<file path="src/design/atkd_pkg.sv">
package atkd_pkg;

  localparam int unsigned MAX_FRAME_ROWS = 1024;
  localparam int unsigned ROW_W          = 10;
  localparam int unsigned CFG_INDEX_W    = 2;
  localparam int unsigned CFG_DATA_W     = 11;
  localparam int unsigned ERR_SHIFT      = 3;

  localparam logic [7:0]  THRESHOLD_RST   = 8'd64;
  localparam logic [6:0]  WHITE_LEVEL_RST = 7'd127;
  localparam logic [9:0]  LINE_WIDTH_RST  = 10'd400;
  localparam logic [10:0] FRAME_ROWS_RST  = 11'd240;

  typedef enum logic [CFG_INDEX_W-1:0] {
    CFG_THRESHOLD   = 2'd0,
    CFG_WHITE_LEVEL = 2'd1,
    CFG_LINE_WIDTH  = 2'd2,
    CFG_FRAME_ROWS  = 2'd3
  } cfg_reg_t;

  typedef struct packed {
    logic [7:0]  threshold;
    logic [6:0]  white_level;
    logic [9:0]  line_width;
    logic [10:0] frame_rows;
  } cfg_t;

  typedef struct packed {
    logic first_col;
    logic last_col;
    logic last_row;
    logic col_room;
    logic row_room;
  } pos_t;

endpackage

</file>
<file path="src/design/atkd_pos.sv">
module atkd_pos #(
  parameter int unsigned MAX_LINE_WIDTH = 512,
  parameter int unsigned AW             = 9
) (
  input  logic            clk,
  input  logic            rst_n,
  input  logic            advance,
  input  atkd_pkg::cfg_t  cfg,
  output logic [AW-1:0]   col,
  output atkd_pkg::pos_t  pos
);

  localparam int unsigned WMAX = (MAX_LINE_WIDTH < 1023) ? MAX_LINE_WIDTH : 1023;
  localparam int unsigned CMPW = ((AW > 10) ? AW : 10) + 1;
  localparam int unsigned RXW  = atkd_pkg::ROW_W + 2;

  logic [AW-1:0]                col_r, col_nxt;
  logic [atkd_pkg::ROW_W-1:0]   row_r, row_nxt;
  logic [9:0]                   w_eff;
  logic [10:0]                  h_eff;
  logic [CMPW-1:0]              w_x, cnt_x, c_x, c_inc;
  logic [RXW-1:0]               h_x, rcnt_x, r_x, r_inc;

  always_comb begin
    if (cfg.line_width == '0) begin
      w_eff = 10'd1;
    end else if (cfg.line_width > 10'(WMAX)) begin
      w_eff = 10'(WMAX);
    end else begin
      w_eff = cfg.line_width;
    end
    if (cfg.frame_rows == '0) begin
      h_eff = 11'd1;
    end else if (cfg.frame_rows > 11'(atkd_pkg::MAX_FRAME_ROWS)) begin
      h_eff = 11'(atkd_pkg::MAX_FRAME_ROWS);
    end else begin
      h_eff = cfg.frame_rows;
    end

    w_x    = CMPW'(w_eff);
    cnt_x  = CMPW'(col_r);
    c_x    = (cnt_x >= w_x) ? (w_x - CMPW'(1)) : cnt_x;
    c_inc  = c_x + CMPW'(1);
    h_x    = RXW'(h_eff);
    rcnt_x = RXW'(row_r);
    r_x    = (rcnt_x >= h_x) ? (h_x - RXW'(1)) : rcnt_x;
    r_inc  = r_x + RXW'(1);

    pos.first_col = (c_x == '0);
    pos.last_col  = (c_inc >= w_x);
    pos.col_room  = ((c_x + CMPW'(2)) < w_x);
    pos.last_row  = (r_inc >= h_x);
    pos.row_room  = ((r_x + RXW'(2)) < h_x);
    col           = c_x[AW-1:0];

    col_nxt = col_r;
    row_nxt = row_r;
    if (advance) begin
      if (pos.last_col) begin
        col_nxt = '0;
        row_nxt = pos.last_row ? '0 : r_inc[atkd_pkg::ROW_W-1:0];
      end else begin
        col_nxt = c_inc[AW-1:0];
        row_nxt = r_x[atkd_pkg::ROW_W-1:0];
      end
    end
  end

  always_ff @(posedge clk) begin
    if (!rst_n) begin
      col_r <= '0;
      row_r <= '0;
    end else begin
      col_r <= col_nxt;
      row_r <= row_nxt;
    end
  end

endmodule

</file>
<file path="config.mk">
export PLATFORM = sky130hd
export DESIGN_NAME = atkd_pos
export DESIGN_NICKNAME = d
export VERILOG_FILES = /design/src/design/atkd_pkg.sv /design/src/design/atkd_pos.sv
export SDC_FILE = /design/constraint.sdc
export NUM_CORES = 1
export LEC_CHECK = 0
export ABC_AREA = 0
export BUFFER_PORTS_ARGS = -buffer_cell sky130_fd_sc_hd__buf_4
export CAP_MARGIN = 30
export CELL_PAD_IN_SITES_DETAIL_PLACEMENT = 1
export CELL_PAD_IN_SITES_GLOBAL_PLACEMENT = 1
export CORE_MARGIN = 2
export CORE_UTILIZATION = 44
export CTS_CLUSTER_SIZE = 14
export DETAILED_ROUTE_END_ITERATION = 7
export PLACE_DENSITY_LB_ADDON = 0.1
export SETUP_SLACK_MARGIN = 0.3
export SLEW_MARGIN = 20
export SYNTH_ARGS = -nofsm -noshare
export SYNTH_HDL_FRONTEND = slang
export SYNTH_SLANG_ARGS = --single-unit
</file>
<file path="constraint.sdc">
create_clock -name clk -period 12.01 [get_ports clk]
set_clock_uncertainty 0.15 [all_clocks]
set_input_delay 2.402 -clock clk [delete_from_list [all_inputs] [get_ports clk]]
set_output_delay 2.402 -clock clk [all_outputs]
set_load 0.02 [all_outputs]
</file>
==> summary.txt, run 1 <==
Outcome
  – Outcome: completed

Setup path
  – WP data arrival: 8400 ps
  – Crit path cell chain: buf_4, nor4_1, and3_1, o21ai_0, inv_1, ha_1, nor2b_1, o21ai_0, a211oi_1, or2_1, mux2_2, ha_1, nand3_1, xnor2_1, ha_1, a2111oi_0, o21ai_0, a21oi_1, o32a_1, buf_4, clkinv_1, buf_4
  – Startpoint types: primary input
  – Crit end category: output port
  – Worst path buffer plus inverter count: 5
  – Crit path required time: 9460 ps
  – CP max FO: 12
  – CP max stage cell: nor4_1
  – Slowest Stage Delay on Critical Path: 550 ps
  – Top cell family by delay on the critical path: compound AO/OA/AOI/OAI gates
  – Worst setup path category: in -> out

Detailed routing
  – Met3 Wirelength: 445 um
  – DRC viols: 0
  – Vias per cell: 6.12
  – Total number of vias: 3789
  – DRT antenna net count: 0
  – Pre-Repair DR Iteration Count: 4
  – DRT Wirelength: 11.6 mm
  – Post-Route M1 WL: 6.07 mm
  – 1st-iter DRT viols: 157
  – Highest metal used: met4
  – Routed wire length per instance: 18.7 um
  – Metal2 WL: 5.04 mm

Timing
  – Min Tclk post-route: 10960 ps
  – Slew Viols, Final: 0
  – Setup-failing EPs final: 0
  – Slew margin rel.: 50.1%
  – Final hold vios: 0
  – Final clock period utilization by the worst path: 91.2%
  – Tightest Pin Transition: 727 ps
  – RSZ-0062 raised after global routing: false
  – Setup TNS: 0 ps
  – Fmax: 0.0913 GHz

Clock tree
  – Resized Gates After CTS: 0
  – Post-CTS Setup Inserts: 0
  – Clk sink count: 19
  – H-tree depth: 1
  – Reg clk slew, reported paths: 70 ps
  – Number of buffers created by CTS: 3
  – # hold bufs at CTS: 0
  – Clk_lat worst skew: 250 ps
  – Root buffer cell: clkbuf_8
  – CTS tree: built
  – Clock Path Buffers: 2

Yosys
  – Sequential fraction of the synthesis area: 10.2%
  – Main combinational cell family by area after synthesis: simple AND/OR/NAND/NOR gates
  – Synth top area share: 22.8%
  – Mux contribution to synthesized area: 7.89%
  – Number of synthesized flops with an enable pin: 0
  – Synth Area in Adders: 22.8%
  – Synth Warn #: 0
  – Synth async-reset ratio: 0%
  – Post-Synthesis Cells: 483
  – Top_reg_cell synth: dfxtp_1
  – Post-synthesis compound-gate area fraction: 23.2%
  – Synthesized area: 3730 sq um
  – Avg Inst Size Synth: 7.72 sq um
  – Synth Area in Simple Gates: 23.6%
  – Post-Synth XOR/XNOR Area: 7.75%
  – Post-synthesis net count: 590
  – Dominant cells by area after synthesis: ha_1 23%, dfxtp_1 10%, mux2i_1 5.4%
  – Cell taking the most area after synthesis: ha_1
  – Synth Register Bits: 19
  – Post-synthesis cell type count: 70

Pwr
  – Total power: 477 uW
  – Power per Cell Area: 115 nW/um^2
  – Peak supply drop: 63.5 uV
  – Leakage: 0.00189 uW

Cells and area
  – # diodes: 0
  – Final core utilization: 50.6%
  – Layout cells sized above 1: 13.6%
  – Number of filler cells placed in the layout: 1034
  – Commonest non-fill, non-tap cells in the layout: 68 x ha_1, 44 x buf_4, 43 x nand2_1
  – Non-Filler Instances: 619
  – Layout area overhead: 11.5%
  – Post-route cell area: 4160 sq um
  – Final net count: 622
  – Most common cell after layout, fill and taps aside: ha_1

Job
  – Max Cap Violations: 0

Global route
  – Vias in the first global route: 3733
  – Total track usage: 26.0%
  – First-pass GRT wire length: 19.0 mm
  – Antenna violations before repair: 0
  – GRT overflow: 0
  – Pin count of the biggest net entering global routing: 30

Die
  – Die Area: 9220 sq um
  – I/O pin count: 53
  – Core box area: 8220 sq um
  – Initial Utilization: 45.4%
  – Die X: 96.0 um
  – FP Rows: 33
  – Die Ht: 96.0 um

Placement
  – GP Congestion: 0.851
  – Cell Area, Placed: 4110 sq um
  – IO buf count: 37
  – Final HPWL DP: 9.63 mm
  – Inst Count DP: 615

Worst hold path
  – Hold crit path type: reg -> reg
[worst paths after layout]
kind	from	end	slack [ps]	cells after the start
worst max-delay path	cfg[14]	pos[3]	1050	22
worst min-delay path	col_r[0]	col_r[0]	320	2
worst max register to register	row_r[7]	row_r[8]	5720	23
worst min register to register	col_r[0]	col_r[0]	320	2
[per-stage QoR]
| stage | setup slack, ps | hold slack (ps) |
|---|---|---|
| 3_3_place_gp | 1320 | 309 |
| 6_report | 1050 | 323 |
| 4_1_cts | 1070 | 329 |
| 5_1_grt | 594 | 365 |
| 2_1_floorplan | 1880 | 296 |
| 3_5_place_dp | 1060 | 319 |
[area by class of cell]
cell class / count / area [sq um] / area share (%)
multi-input cells: 423 / 3180 / 76.5
flip-flops and latches: 19 / 380 / 9.15
repair buffers: 44 / 330 / 7.95
well taps: 105 / 131 / 3.16
inverters: 24 / 90.1 / 2.17
clock buffers: 4 / 45.0 / 1.08
[cells by family (layout without fill, tap and decap cells)]
| logic type | count (synthesis) | in the layout |
|---|---|---|
| flops | 19 | 19 |
| mux | 27 | 27 |
| compound gates | 128 | 128 |
| buf+inv | 41 | 72 |
| simple gates | 167 | 167 |
| xor+xnor | 33 | 33 |
| fa+ha+maj | 68 | 68 |
[cells in the mapped netlist, drive strengths merged (2+ instances only)]
master	instances
or2	3
a311oi	2
nor4b	2
o21a	12
o21ai	39
and3	7
mux2	6
nand4	6
a21o	3
nor3	11
clkbuf	11
or3	3
nor4	4
o221a	3
a2111oi	2
or4b	2
nor2b	5
nor3b	6
xnor2	21
a22o	6
or4	4
o211ai	2
a31oi	6
ha	68
dfxtp	19
a2111o	2
nor2	28
a32o	2
xor2	12
mux2i	21
inv	23
nand2b	9
a211oi	6
a21oi	24
nand3b	2
buf	6
nand3	25
nand2	44
a41oi	3
o31ai	2
and2	2
o41ai	3
[sequential cells by signal, summed over array words and instances (netlist names)]
name,flops
row_r,10
col_r,9
[power by group]
group	leakage, uW	total [uW]	switching, uW	internal (uW)
Combinational	0.00172	349	205	144
Clock	0.0000228	44.9	21.3	23.6
Sequential	0.000156	83.3	11.4	71.9
Total	0.00189	477	238	240
[routing by layer]
layer,track usage (%),vias up
met5,0,-
met1,40.2,1860
met4,0.952,0
met3,2.43,2
li1,-,1871
met2,40.9,56
[worst register-to-register path: stages, from the launching register on]
cell,delay [ps]
dfxtp_1,450
ha_1,290
and3_1,230
a2111oi_0,530
a21o_1,350
mux2i_1,230
buf_4,180
ha_1,290
o221a_2,240
nand2_1,50
mux2i_1,330
nor3b_1,330
buf_4,200
xnor2_1,70
ha_1,230
nor3_1,270
o21ai_0,160
a21oi_1,270
o21ai_0,200
buf_4,220
nor2_1,520
nand3_1,160
a2bb2oi_1,170
o41ai_1,70
Power figures use the tool's default switching activity.
==> run 2, diff against run 1 <==
- CAP_MARGIN: 30 -> unset
- CORE_UTILIZATION: 44 -> 45
- clock period: 12.01 -> 13.75 ns (I/O delays scaled with it)
==> summary.txt, run 2 (synthesized netlist as in run 1, its figures left out) <==
Timing
  – Slew margin rel.: 38.4% (was 50.1%)
  – Final hold vios: 0 (unchanged)
  – Slew Viols, Final: 0 (unchanged)
  – Min Tclk post-route: 12270 ps
  – Fmax: 0.0815 GHz
  – RSZ-0062 raised after global routing: false (unchanged)
  – Setup-failing EPs final: 0 (unchanged)
  – Final clock period utilization by the worst path: 89.2%
  – Setup TNS: 0 ps (unchanged)
  – Tightest Pin Transition: 921 ps (was 727 ps)

Placement
  – IO buf count: 37 (unchanged)
  – Final HPWL DP: 9.73 mm (was 9.63 mm)
  – GP Congestion: 0.888 (was 0.851)

Worst hold path
  – Hold Startpoint: col_r[0] (unchanged)
  – Hold path depth: 2 (unchanged)
  – Hold crit path type: reg -> reg (unchanged)
  – Endpoint of the worst hold path: col_r[0] (unchanged)

Die
  – Initial Utilization: 45.8% (was 45.4%)
  – Die Area: 9030 sq um (was 9220 sq um)
  – I/O pin count: 53 (unchanged)
  – FP Rows: 33 (unchanged)
  – Die Ht: 95.0 um (was 96.0 um)
  – Core box area: 8130 sq um (was 8220 sq um)
  – Die X: 95.0 um (was 96.0 um)

Clock tree
  – Number of buffers created by CTS: 3 (unchanged)
  – Root buffer cell: clkbuf_8 (unchanged)
  – Reg clk slew, reported paths: 80 ps (was 70 ps)
  – # hold bufs at CTS: 0 (unchanged)
  – Clk_lat worst skew: 260 ps (was 250 ps)
  – Resized Gates After CTS: 0 (unchanged)
  – CTS tree: built (unchanged)
  – H-tree depth: 1 (unchanged)
  – Clk sink count: 19 (unchanged)
  – Post-CTS Setup Inserts: 0 (unchanged)
  – Clock Path Buffers: 2 (unchanged)

Detailed routing
  – Vias per cell: 6.21 (was 6.12)
  – Total number of vias: 3816 (was 3789)
  – 1st-iter DRT viols: 217 (was 157)
  – DRT antenna net count: 0 (unchanged)
  – DRC viols: 0 (unchanged)
  – Routed wire length per instance: 19.3 um (was 18.7 um)
  – Pre-Repair DR Iteration Count: 5 (was 4)
  – DRT Wirelength: 11.9 mm (was 11.6 mm)

Pwr
  – Total power: 419 uW (was 477 uW)
  – Peak supply drop: 53.0 uV (was 63.5 uV)
  – Power per Cell Area: 102 nW/um^2 (was 115 nW/um^2)
  – Leakage: 0.00187 uW (was 0.00189 uW)

Setup path
  – Startpoint types: primary input (unchanged)
  – Reg2Reg Setup Slack: 6920 ps (was 5720 ps)
  – CP max stage cell: mux2i_1 (was nor4_1)
  – WP data arrival: 9370 ps (was 8400 ps)
  – Crit path required time: 10850 ps (was 9460 ps)
  – RR Startpoint: row_r[7] (unchanged)
  – Crit end category: output port (unchanged)
  – Slowest Stage Delay on Critical Path: 690 ps (was 550 ps)
  – Crit path cell chain: buf_4, nor4_1, and3_1, o21ai_0, inv_1, ha_1, nor2b_1, o21ai_0, a211oi_1, or2_1, mux2i_1, ha_1, nand3_1, xnor2_1, ha_1, a2111oi_0, o21ai_0, a21oi_1, o32a_1, clkinv_1, buf_4 (was buf_4, nor4_1, and3_1, o21ai_0, inv_1, ha_1, nor2b_1, o21ai_0, a211oi_1, or2_1, mux2_2, ha_1, nand3_1, xnor2_1, ha_1, a2111oi_0, o21ai_0, a21oi_1, o32a_1, buf_4, clkinv_1, buf_4)
  – Reg2Reg Depth: 20 (was 23)
  – Worst setup path startpoint: cfg[14] (unchanged)
  – Worst setup path category: in -> out (unchanged)
  – CP max FO: 12 (unchanged)
  – Reg2Reg Capture Point: row_r[0] (was row_r[8])

Cells and area
  – # diodes: 0 (unchanged)
  – Biggest register: row_r (unchanged)
  – Layout cells sized above 1: 13.0% (was 13.6%)
  – Layout area overhead: 10.6% (was 11.5%)
  – Largest regs: row_r (10), col_r (9) (unchanged)
  – Final net count: 617 (was 622)
  – Number of filler cells placed in the layout: 1042 (was 1034)
  – Largest register FFs: 10 (unchanged)
  – Most common cell after layout, fill and taps aside: ha_1 (unchanged)
  – Commonest non-fill, non-tap cells in the layout: 68 x ha_1, 43 x nand2_1, 39 x buf_4 (was 68 x ha_1, 44 x buf_4, 43 x nand2_1)

Global route
  – Antenna violations before repair: 0 (unchanged)
  – Vias in the first global route: 3816 (was 3733)
  – First-pass GRT wire length: 19.6 mm (was 19.0 mm)
  – GRT overflow: 0 (unchanged)
  – Pin count of the biggest net entering global routing: 30 (unchanged)
  – Total track usage: 27.4% (was 26.0%)

Job
  – Max Cap Violations: 0 (unchanged)

Outcome
  – Outcome: completed (unchanged)
-- run 2: cell types whose count changed in the layout (fill, tap and decap cells not counted) --
cell        before  now
buf_4           44   39
clkinvlp_4       0    1
clkbuf_1         1    0
-- run 2: how the worst max path moves through the flow --
stage,end,cells after the start
final,pos[3],21
after global routing,pos[3],21
after CTS,pos[3],21
after detailed placement,pos[3],21
after global placement,pos[2],24
after floorplan,pos[2],24
-- run 2: layout make-up --
type                    count  area [sq um]  area share, %
multi-input cells         423          3180           77.1
flip-flops and latches     19           380           9.23
repair buffers             39           293           7.10
well taps                 105           131           3.19
inverters                  24          90.1           2.19
clock buffers               3          41.3           1.00
clock inverters             1          7.51          0.182
-- run 2: worst max-delay path: cells and delay by family --
kind,cells,cell delay (ps)
mux,1,690
simple gates,5,1590
compound gates,7,1940
fa+ha+maj,3,1040
buf+inv,4,1100
xor+xnor,1,250
-- run 2: stage by stage --
step                hold slack, ps  instances  worst slack (ps)  area [sq um]  util, %
finish                         330        614              1480          4120     50.7
detailed placement             314        610              1660          4070     50.1
global placement               309        610              1800          4070     50.1
global route                   374        614               995          4120     50.7
CTS                            332        614              1620          4120     50.7
floorplan                      296        483              2930          3730        -
-- run 2: power breakdown --
| part | switching (uW) | internal [uW] |
|---|---|---|
| Clock | 20.0 | 20.5 |
| Combinational | 182 | 124 |
| Sequential | 10.2 | 62.8 |
-- run 2: layer usage --
layer | global-route usage [%] | vias up | wire length (um)
met3 | 2.53 | 6 | 358
li1 | - | 1859 | -
met1 | 41.2 | 1883 | 6000
met5 | 0 | - | 0
met2 | 44.0 | 68 | 5470
met4 | 2.17 | 0 | 32
