==> config.mk <==
export PLATFORM = sky130hd
export DESIGN_NAME = atkd_cfg
export DESIGN_NICKNAME = d
export VERILOG_FILES = /design/src/design/atkd_pkg.sv /design/src/design/atkd_cfg.sv
export SDC_FILE = /design/constraint.sdc
export NUM_CORES = 1
export LEC_CHECK = 0
export BUFFER_PORTS_ARGS = -buffer_cell sky130_fd_sc_hd__buf_2
export CORE_AREA = 2 2 59 61
export CTS_BUF_LIST = sky130_fd_sc_hd__clkbuf_8
export CTS_CLUSTER_DIAMETER = 30
export DETAILED_ROUTE_END_ITERATION = 16
export DIE_AREA = 0 0 61 63
export GPL_TIMING_DRIVEN = 1
export MAX_ROUTING_LAYER = met4
export PLACE_DENSITY_LB_ADDON = 0.3
export SETUP_SLACK_MARGIN = 0.02
export SYNTH_ARGS = -nofsm -noshare
export SYNTH_HDL_FRONTEND = slang
export SYNTH_SLANG_ARGS = --single-unit
==> constraint.sdc <==
create_clock -name clk -period 1 [get_ports clk]
set_input_delay 0.05 -clock clk [delete_from_list [all_inputs] [get_ports clk]]
set_output_delay 0.05 -clock clk [all_outputs]
set_load 0.005 [all_outputs]
==> src/design/atkd_pkg.sv <==
package atkd_pkg;

  localparam int unsigned MAX_FRAME_ROWS = 1024;
  localparam int unsigned ROW_W          = 10;
  localparam int unsigned CFG_INDEX_W    = 2;
  localparam int unsigned CFG_DATA_W     = 11;
  localparam int unsigned ERR_SHIFT      = 3;

  localparam logic [7:0]  THRESHOLD_RST   = 8'd64;
  localparam logic [6:0]  WHITE_LEVEL_RST = 7'd127;
  localparam logic [9:0]  LINE_WIDTH_RST  = 10'd400;
  localparam logic [10:0] FRAME_ROWS_RST  = 11'd240;

  typedef enum logic [CFG_INDEX_W-1:0] {
    CFG_THRESHOLD   = 2'd0,
    CFG_WHITE_LEVEL = 2'd1,
    CFG_LINE_WIDTH  = 2'd2,
    CFG_FRAME_ROWS  = 2'd3
  } cfg_reg_t;

  typedef struct packed {
    logic [7:0]  threshold;
    logic [6:0]  white_level;
    logic [9:0]  line_width;
    logic [10:0] frame_rows;
  } cfg_t;

  typedef struct packed {
    logic first_col;
    logic last_col;
    logic last_row;
    logic col_room;
    logic row_room;
  } pos_t;

endpackage

==> src/design/atkd_cfg.sv <==
module atkd_cfg (
  input  logic                              clk,
  input  logic                              rst_n,
  input  logic                              cfg_valid,
  output logic                              cfg_ready,
  input  logic [atkd_pkg::CFG_INDEX_W-1:0]  cfg_index,
  input  logic [atkd_pkg::CFG_DATA_W-1:0]   cfg_data,
  output atkd_pkg::cfg_t                    cfg
);

  atkd_pkg::cfg_t cfg_r;

  always_ff @(posedge clk) begin
    if (!rst_n) begin
      cfg_r.threshold   <= atkd_pkg::THRESHOLD_RST;
      cfg_r.white_level <= atkd_pkg::WHITE_LEVEL_RST;
      cfg_r.line_width  <= atkd_pkg::LINE_WIDTH_RST;
      cfg_r.frame_rows  <= atkd_pkg::FRAME_ROWS_RST;
    end else if (cfg_valid) begin
      unique case (atkd_pkg::cfg_reg_t'(cfg_index))
        atkd_pkg::CFG_THRESHOLD:   cfg_r.threshold   <= cfg_data[7:0];
        atkd_pkg::CFG_WHITE_LEVEL: cfg_r.white_level <= cfg_data[6:0];
        atkd_pkg::CFG_LINE_WIDTH:  cfg_r.line_width  <= cfg_data[9:0];
        atkd_pkg::CFG_FRAME_ROWS:  cfg_r.frame_rows  <= cfg_data[10:0];
        default: cfg_r <= cfg_r;
      endcase
    end
  end

  assign cfg_ready = 1'b1;
  assign cfg       = cfg_r;

endmodule

==> results of run 1 <==
-- final cells by class --
cell class,count,area [sq um]
fill,292,1356
sequential,36,720.7
multi-input combinational,94,653.1
timing repair buffer,60,335.3
clock buffer,6,82.58
tap,46,57.56
inverter,5,18.77
clock inverter,2,7.507
-- final timing paths --
check,from,endpoint,slack (ns)
worst max-delay path,cfg[34]$_SDFFE_PN1P_,cfg[34],0.19
worst min-delay path,cfg_data[10],cfg[10]$_SDFFE_PN0P_,0.007
worst max register to register,cfg[23]$_SDFFE_PN1P_,cfg[23]$_SDFFE_PN1P_,0.33
worst min register to register,cfg[8]$_SDFFE_PN0P_,cfg[8]$_SDFFE_PN0P_,0.46
-- worst min-delay path: cells and delay by family --
| kind | cells | cell delay, ns |
|---|---|---|
| and+or+nand+nor | 1 | 0.04 |
| buffers and inverters | 1 | 0.10 |
| muxes | 1 | 0.05 |
-- power groups by stage --
stage	sequential (uW)	clock, uW	combinational, uW
floorplan	1550	0	169
global placement	1540	0	293
detailed placement	1550	0	304
CTS	1520	1050	305
global route	1520	1110	337
finish	1510	1030	301
-- synthesized netlist by cell type (2+ instances only) --
cell	instances	area [sq um]
dfxtp_1	36	720.7
mux2i_1	31	310.3
and3b_1	2	17.52
nor2b_1	14	87.58
buf_4	2	15.01
inv_1	5	18.77
clkbuf_1	5	18.77
nand4b_1	5	43.79
nand2_1	32	120.1
buf_2	4	20.02
o211ai_1	5	37.54
buf_6	2	22.52
-- stage by stage --
step           setup WS [ns]  instance area, sq um  std cells  utilization
3_3_place_gp         0.05090                  1785        241       0.5525
3_5_place_dp        0.008535                  1785        241       0.5525
4_1_cts               0.1765                  1876        249       0.5803
2_1_floorplan         0.1965                  1474        149            -
5_1_grt               0.1530                  1876        249       0.5803
6_report              0.1879                  1876        249       0.5803
-- kinds of logic after synthesis --
logic type             synth area share
and+or+nand+nor                  0.2046
DFF                              0.4890
muxes                            0.2105
buffers and inverters           0.06791
AOI/OAI and AO/OA               0.02547
other                          0.002544
-- routing by layer --
layer | up-vias | wire, um
met3 | 5 | 183
met4 | 0 | 49
met1 | 554 | 1344
met5 | - | 0
met2 | 35 | 1613
li1 | 594 | -
-- layout by cell type, fill, tap and decap left out --
cell | netlist | final
nor2b_1 | 14 | 14
inv_1 | 5 | 7
dfxtp_1 | 36 | 36
o211ai_1 | 5 | 5
clkbuf_8 | 0 | 6
mux2i_1 | 31 | 31
conb_1 | 1 | 1
and3_1 | 1 | 1
buf_2 | 4 | 51
nand3b_1 | 1 | 1
buf_4 | 2 | 8
buf_12 | 0 | 1
nand2_1 | 32 | 32
or3b_1 | 1 | 1
and3b_1 | 2 | 2
nand4b_1 | 5 | 5
nand3_2 | 1 | 1
==> flow_metrics.tcl, run 1 <==
set metrics [dict create \
    dieArea_sq_um 3843 \
    grtUsageMet2 0.3266 \
    ys_async_sr_fraction 0 \
    critPathMaxFanout 2 \
    finalWeightedCongestion 0.7333 \
    maxSlewViolCount 0 \
    setup_violations 0 \
    hold_depth 3 \
    grt_pass1_wl_um 5582 \
    syn_area_per_cell_sq_um 9.892 \
    grt_overflow 0 \
    root_buffer "clkbuf_8" \
    p_seq_frac 0.533 \
    power_frac_clock 0.361 \
    switching_power_uw 665.3 \
    io_pins 53 \
    num_vias 1188 \
    period_minus_slack_ns 0.8121 \
    met3_usage 0.06418 \
    portBuffers 51 \
    tns_ns 0 \
    total_power_uw 2844 \
    design.core.area_sq_um 3232 \
    cts_tree "done" \
    grt_max_degree 25 \
    pwr-share-comb 0.106 \
    start_kind "register" \
    clockBufferDepth 2 \
    cts_max_level 2 \
    grt_use_total 0.2011 \
    cts.sinks 36 \
    total_leakage_power_uw 0.0009358 \
    grtUsageMet1 0.2280 \
    core.rowCount 21 \
    max_freq_mhz 1231 \
    cts_made_buffers 5 \
    grt-busiest-layer "met2" \
    ant_nets 0 \
    clk_latency_ns 0.28 \
    drive_gt1_frac 0.3300 \
    synth_cells 149 \
    drcViolationCount 0 \
    swShare 0.2339 \
    wire_per_inst_um 12.81 \
    via_per_inst 4.771 \
    ys_seq_elements 36 \
    clk_pin_slew_ns 0.07 \
    min_path_type "in -> reg" \
    drt_iter0_markers 27 \
    path_buf_inv 1 \
    cts_setup_buffers 0 \
    ys_types 18 \
    antenna_found_initial 0 \
    cp.arrival_ns 0.76 \
    critPathRequiredTime_ns 0.95 \
    synthFlopType "dfxtp_1" \
    postCtsHoldBufs 0 \
    endpoint_kind "output pin" \
    largest_register_ffs 36 \
    ys_seq_area_frac 0.4890 \
    syn2layout_area_growth_pct 27.25 \
    internal_power_uw 2178 \
    reg2regPathDepth 2 \
    synth_edf_count 0 \
    wl_um 3190 \
    cts_resized 0 \
    detail_route.first_pass.iterations 4 \
    initial_core_util 0.4561 \
    grt_pass1_vias 1249 \
    rsz0062_at_grt "no" \
    cpPeakStageDelay_ns 0.35 \
    critPathKind "reg -> out" \
    cap_violations 0 \
    synth_nets 165 \
    timing.hold.ws_ns 0.007145 \
    status "complete, no violations" \
    dpl.hpwl_um 2484 \
    skew_ns 0 \
    worstPathCellList "buf_2" \
    powerDensity_nw_per_um2 1516 \
    post-route-period-util 0.8121 \
    ir_worst_vdd_uv 976.0 \
    die_x_um 61 \
    finalHoldViolations 0 \
    diodes 0 \
    die_h_um 63 \
    num-nets-final 218 \
    yosys_warnings 0 \
    crit_cells 1 \
    syn_area_sq_um 1474 \
    critPathTopFamily "flip-flops" \
    crit_path_top_delay_cell "dfxtp_1" \
]
Power figures use the tool's default switching activity.
==> inputs of run 2 (changes only) <==
Settings changed: ABC_AREA from default to 1, CORE_AREA 2 2 59 61 to 2 2 60 62, DIE_AREA 0 0 61 63 to 0 0 62 64.
Clock period 1 ns to 0.8 ns, I/O delays scaled along.
==> run 2 against run 1 <==
Net effect:
- global-route usage is 1.6 points lower
- synthesized cell count is 40% higher
- cell count is 25% higher
- combinational power up 78%
- register-to-register slack worse by 0.21 ns
- via count increased by 16%
==> flow_metrics.tcl, run 2 <==
set metrics [dict create \
    status "complete, no violations" \
    crit_path_top_delay_cell "dfxtp_1" \
    grt_max_degree 37 \
    grt_use_total 0.1854 \
    synth_nets 225 \
    num-nets-final 282 \
    critPathMaxFanout 2 \
    cts.sinks 36 \
    die_h_um 64 \
    final_common_cell "nand2_1" \
    swShare 0.2410 \
    endpoint_kind "output pin" \
    cts_made_buffers 5 \
    placedInstanceArea_sq_um 1832 \
    final_cell_mix "59 x nand2_1, 45 x buf_2, 32 x dfxtp_2" \
    clk_latency_ns 0.28 \
    portBuffers 51 \
    synthTopCellsByCount "59 x nand2_1, 36 x dfxtp_1, 31 x nor2_1" \
    post-route-period-util 0.9504 \
    detail_route.first_pass.iterations 4 \
    syn_area_per_cell_sq_um 7.208 \
    diodes 0 \
    syn2layout_area_growth_pct 35.47 \
    critPathTopFamily "flip-flops" \
    synth_area_leaders "dfxtp_1 48%, nand2_1 15%, nor2_1 7.7%" \
    path_buf_inv 1 \
    design.core.area_sq_um 3284 \
    clk_pin_slew_ns 0.07 \
    via_per_inst 4.407 \
    timing.rr.start "cfg[6]$_SDFFE_PN1P_" \
    maxSlewViolCount 0 \
    hold_start "cfg_data[9]" \
    timing.hold.ws_ns 0.003675 \
    pwr-share-comb 0.140 \
    synth_cells 209 \
    min_path_type "in -> reg" \
    utilization 0.6213 \
    cts_tree "done" \
    ys_seq_elements 36 \
    yosys_warnings 0 \
    p_seq_frac 0.507 \
    finalHoldViolations 0 \
    synth_edf_count 0 \
    drcViolationCount 0 \
    clockBufferDepth 2 \
    antenna_found_initial 0 \
    die_x_um 62 \
    syn_area_sq_um 1506 \
    critPathRequiredTime_ns 0.76 \
    cpPeakStageDelay_ns 0.33 \
    max_freq_mhz 1315 \
    dieArea_sq_um 3968 \
    setup_violations 0 \
    power_frac_clock 0.353 \
    cts_max_level 2 \
    cp.arrival_ns 0.72 \
    num_vias 1375 \
    drt_iter0_markers 82 \
    root_buffer "clkbuf_8" \
    core.rowCount 21 \
    fin_area_sq_um 2041 \
    drive_gt1_frac 0.4135 \
    io_pins 53 \
    period_minus_slack_ns 0.7603 \
    initial_core_util 0.4587 \
    stdcell_count 312 \
    wire_per_inst_um 10.76 \
    start_kind "register" \
    internal_power_uw 2917 \
    ys_seq_area_frac 0.4784 \
    crit_path_start "cfg[1]$_SDFFE_PN0P_" \
    grt_pass1_vias 1184 \
    largest_register_ffs 36 \
    cap_violations 0 \
    grt_overflow 0 \
    critPathKind "reg -> out" \
    yosysMostFrequentCell "nand2_1" \
    total_leakage_power_uw 0.001070 \
    dp_cells 301 \
    switching_power_uw 926.0 \
    powerDensity_nw_per_um2 1883 \
    grt_pass1_wl_um 5326 \
    ir_worst_vdd_uv 1572 \
    synth_top_area_cell "dfxtp_1" \
    synth_top_area_share 0.4784 \
    dpl.hpwl_um 2200 \
    total_power_uw 3843 \
    synthFlopType "dfxtp_1" \
    ys_types 17 \
    skew_ns 0 \
    finalWeightedCongestion 0.7450 \
    wl_um 3357 \
    ant_nets 0 \
    ys_async_sr_fraction 0 \
    rsz0062_at_grt "yes" \
    worstPathCellList "buf_2" \
]
run 2: cell count changes in the layout (fill, tap and decap cells not counted), moves of 7 or more:
| cell | change |
|---|---|
| a21oi_1 | +7 |
| dfxtp_1 | -32 |
| dfxtp_2 | +32 |
| inv_1 | +15 |
| mux2i_1 | -31 |
| nand2_1 | +27 |
| nand3_1 | +23 |
| nand4_1 | +7 |
| nor2_1 | +31 |
| nor2b_1 | -14 |
run 2: final cells by class:
type                    count  area (sq um)
clock buffers               7         96.34
fillers                   327          1244
inverters                  24         90.09
multi-input cells         137         618.1
flip-flops and latches     36         760.7
well taps                  46         57.56
repair buffers             62         417.9
run 2: final timing paths:
path | to | slack, ns | depth (start not counted)
worst max-delay path | cfg[1] | 0.04 | 1
worst min-delay path | cfg[9]$_SDFFE_PN0P_ | 0.004 | 3
worst max register to register | cfg[6]$_SDFFE_PN1P_ | 0.12 | 3
worst min register to register | cfg[24]$_SDFFE_PN1P_ | 0.44 | 2
run 2: cell families after synthesis:
family / count (synthesis) / share of synthesized area
simple gates: 129 / 0.3845
flops: 36 / 0.4784
compound gates: 7 / 0.02325
buf+inv: 36 / 0.1113
other cells: 1 / 0.002489
run 2: per-stage QoR:
| stage | worst slack, ns | TNS (ns) |
|---|---|---|
| 6_report | 0.03965 | 0 |
| 5_1_grt | -0.0007592 | -0.0007592 |
| 4_1_cts | 0.02156 | 0 |
| 3_5_place_dp | -0.01397 | -0.05307 |
| 3_3_place_gp | -0.0003655 | -0.0003655 |
| 2_1_floorplan | 0.07723 | 0 |
run 2: power by group through the flow:
stage,sequential (uW),clock [uW],combinational (uW)
floorplan,1980,0,273
global placement,1970,0,501
detailed placement,1970,0,504
CTS,1930,1380,515
global route,1960,1490,614
finish,1950,1360,536
run 2: repair_timing:
item / 4_1_cts / 5_1_grt
buffers inserted: 0 / 2
hold endpoints to repair: 2 / 0
hold buffers: 2 / 0
gates cloned: 0 / 0
resized for setup: 1 / 37
setup endpoints to repair: 1 / 32
run 2: routing by layer:
metal | track usage | wire length [um]
met1 | 0.2506 | 1581
met2 | 0.2682 | 1570
met3 | 0.05668 | 163
met4 | 0.04787 | 42
met5 | - | 0
==> inputs of run 3 (changes only) <==
--- a/constraint.sdc
+++ b/constraint.sdc
@@ -3,2 +3,2 @@
 set_output_delay 0.04 -clock clk [all_outputs]
-set_load 0.005 [all_outputs]
+set_load 0.1 [all_outputs]
==> run 3 against run 2 <==
Net effect:
- clock skew is the same
- highest routed layer unchanged
- power grew 23%
- largest cell class is now non-clock buffers
- routed wire length grew 37%
- via count grew 17%
- the flow now finishes with violations (setup timing)
- combinational power grew to 3.0 times the previous value
- clock power shrank 14%
- sequential share of layout area shrank 6.0 points
- sequential power is essentially flat
- first-iteration DRC count shrank 4.9%
==> flow_metrics.tcl, run 3 (synthesis results as in run 2) <==
set metrics [dict create \
    grt_pass1_wl_um 7176 \
    setup_violations 36 \
    detail_route.first_pass.iterations 4 \
    cp.arrival_ns 0.83 \
    clk_pin_slew_ns 0.07 \
    stdcell_count 322 \
    portBuffers 51 \
    ant_nets 0 \
    period_minus_slack_ns 0.8661 \
    cts_tree "done" \
    status "finished, violations left" \
    cts_max_level 2 \
    critPathMaxFanout 2 \
    design.core.area_sq_um 3284 \
    endpoint_kind "output pin" \
    num-nets-final 294 \
    post-route-period-util 1.083 \
    total_leakage_power_uw 0.001302 \
    root_buffer "clkbuf_8" \
    final_common_cell "nand2_1" \
    clk_latency_ns 0.29 \
    finalHoldViolations 0 \
    finalWeightedCongestion 0.7743 \
    dieArea_sq_um 3968 \
    min_path_type "in -> reg" \
    antenna_found_initial 0 \
    clockBufferDepth 2 \
    wl_um 4590 \
    grt_overflow 0 \
    core.rowCount 21 \
    die_x_um 62 \
    rsz0062_at_grt "yes" \
    critPathTopFamily "flip-flops" \
    grt_use_total 0.2534 \
    final_cell_mix "50 x nand2_1, 38 x buf_12, 36 x dfxtp_4" \
    largest_register_ffs 36 \
    skew_ns 0 \
    io_pins 53 \
    drt_iter0_markers 78 \
    path_buf_inv 1 \
    critPathKind "reg -> out" \
    critPathRequiredTime_ns 0.76 \
    crit_path_top_delay_cell "dfxtp_4" \
    diodes 0 \
    ir_worst_vdd_uv 1367 \
    initial_core_util 0.4587 \
    grt_pass1_vias 1596 \
    die_h_um 64 \
    drcViolationCount 0 \
    timing.rr.start "cfg[3]$_SDFFE_PN0P_" \
    crit_path_start "cfg[8]$_SDFFE_PN0P_" \
    hold_start "cfg_data[9]" \
    dpl.hpwl_um 2936 \
    drive_gt1_frac 0.5399 \
    maxSlewViolCount 0 \
    cts_made_buffers 5 \
    via_per_inst 5.000 \
    syn2layout_area_growth_pct 81.64 \
    cap_violations 0 \
    cpPeakStageDelay_ns 0.37 \
    worstPathCellList "buf_12" \
    num_vias 1610 \
    max_freq_mhz 1155 \
    cts.sinks 36 \
    start_kind "register" \
    wire_per_inst_um 14.25 \
    placedInstanceArea_sq_um 2502 \
    fin_area_sq_um 2736 \
    powerDensity_nw_per_um2 1723 \
    violations "setup timing" \
    dp_cells 302 \
    grt_max_degree 37 \
    finalWorstSetupSlack_ns -0.06612 \
]
## run 3: cell count changes in the layout (fill, tap and decap cells not counted), moves of 4 or more
cell	change
inv_1	-13
nand2_1	-9
nand2_2	+9
dfxtp_2	-32
buf_2	-30
dfxtp_4	+36
buf_4	+9
dfxtp_1	-4
buf_12	+35
inv_2	+12
## run 3: final timing paths
| path | slack [ns] | depth (start not counted) | end |
|---|---|---|---|
| hold reg to reg | 0.50 | 2 | cfg[27]$_SDFFE_PN1P_ |
| setup / recovery | -0.07 | 1 | cfg[8] |
| setup reg to reg | 0.01 | 5 | cfg[3]$_SDFFE_PN0P_ |
| hold / removal | 0.002 | 3 | cfg[9]$_SDFFE_PN0P_ |
## run 3: cell type report
cell class	instances	area, sq um
repair buffers	74	1015
flip-flops and latches	36	855.8
multi-input cells	137	646.9
fillers	171	548.0
inverters	24	92.59
clock buffers	5	68.82
well taps	46	57.56
## run 3: what timing repair did
action | CTS | global route
setup buffers | 11 | 3
hold buffers | 1 | 0
pin swaps | 0 | 4
endpoints found under the setup margin | 36 | 46
hold endpoints to repair | 1 | 0
resized for setup | 2 | 15
## run 3: per-layer routing
| metal | global-route usage | part of all wire | vias to the layer above |
|---|---|---|---|
| met4 | 0.1144 | 0.027 | 0 |
| met2 | 0.4010 | 0.52 | 68 |
| met3 | 0.07490 | 0.061 | 12 |
| met1 | 0.2875 | 0.39 | 754 |
| met5 | - | 0 | - |
| li1 | - | - | 776 |
## run 3: report_power, final
part | switching [uW] | leakage (uW) | internal, uW
logic | 1040 | 0.000956 | 569
registers | 106 | 0.000310 | 1840
clock network | 604 | 0.0000359 | 561
## run 3: stage by stage
step,util,TNS (ns),power [uW],setup WS [ns],hold slack (ns)
after floorplan,-,-0.02002,2906,-0.02002,0.1525
after global placement,0.7619,0,3457,0.01100,0.2669
after detailed placement,0.7619,-0.5181,3488,-0.08454,0.2913
after CTS,0.8126,-2.096,4657,-0.06783,0.0009817
after global routing,0.8331,-2.575,4846,-0.07662,0.01455
final,0.8331,-1.961,4715,-0.06612,0.001962
## run 3: worst min-delay path, delay by kind of cell
family                 cells  cell delay, ns
AND/OR/NAND/NOR            2            0.13
buffers and inverters      1            0.09
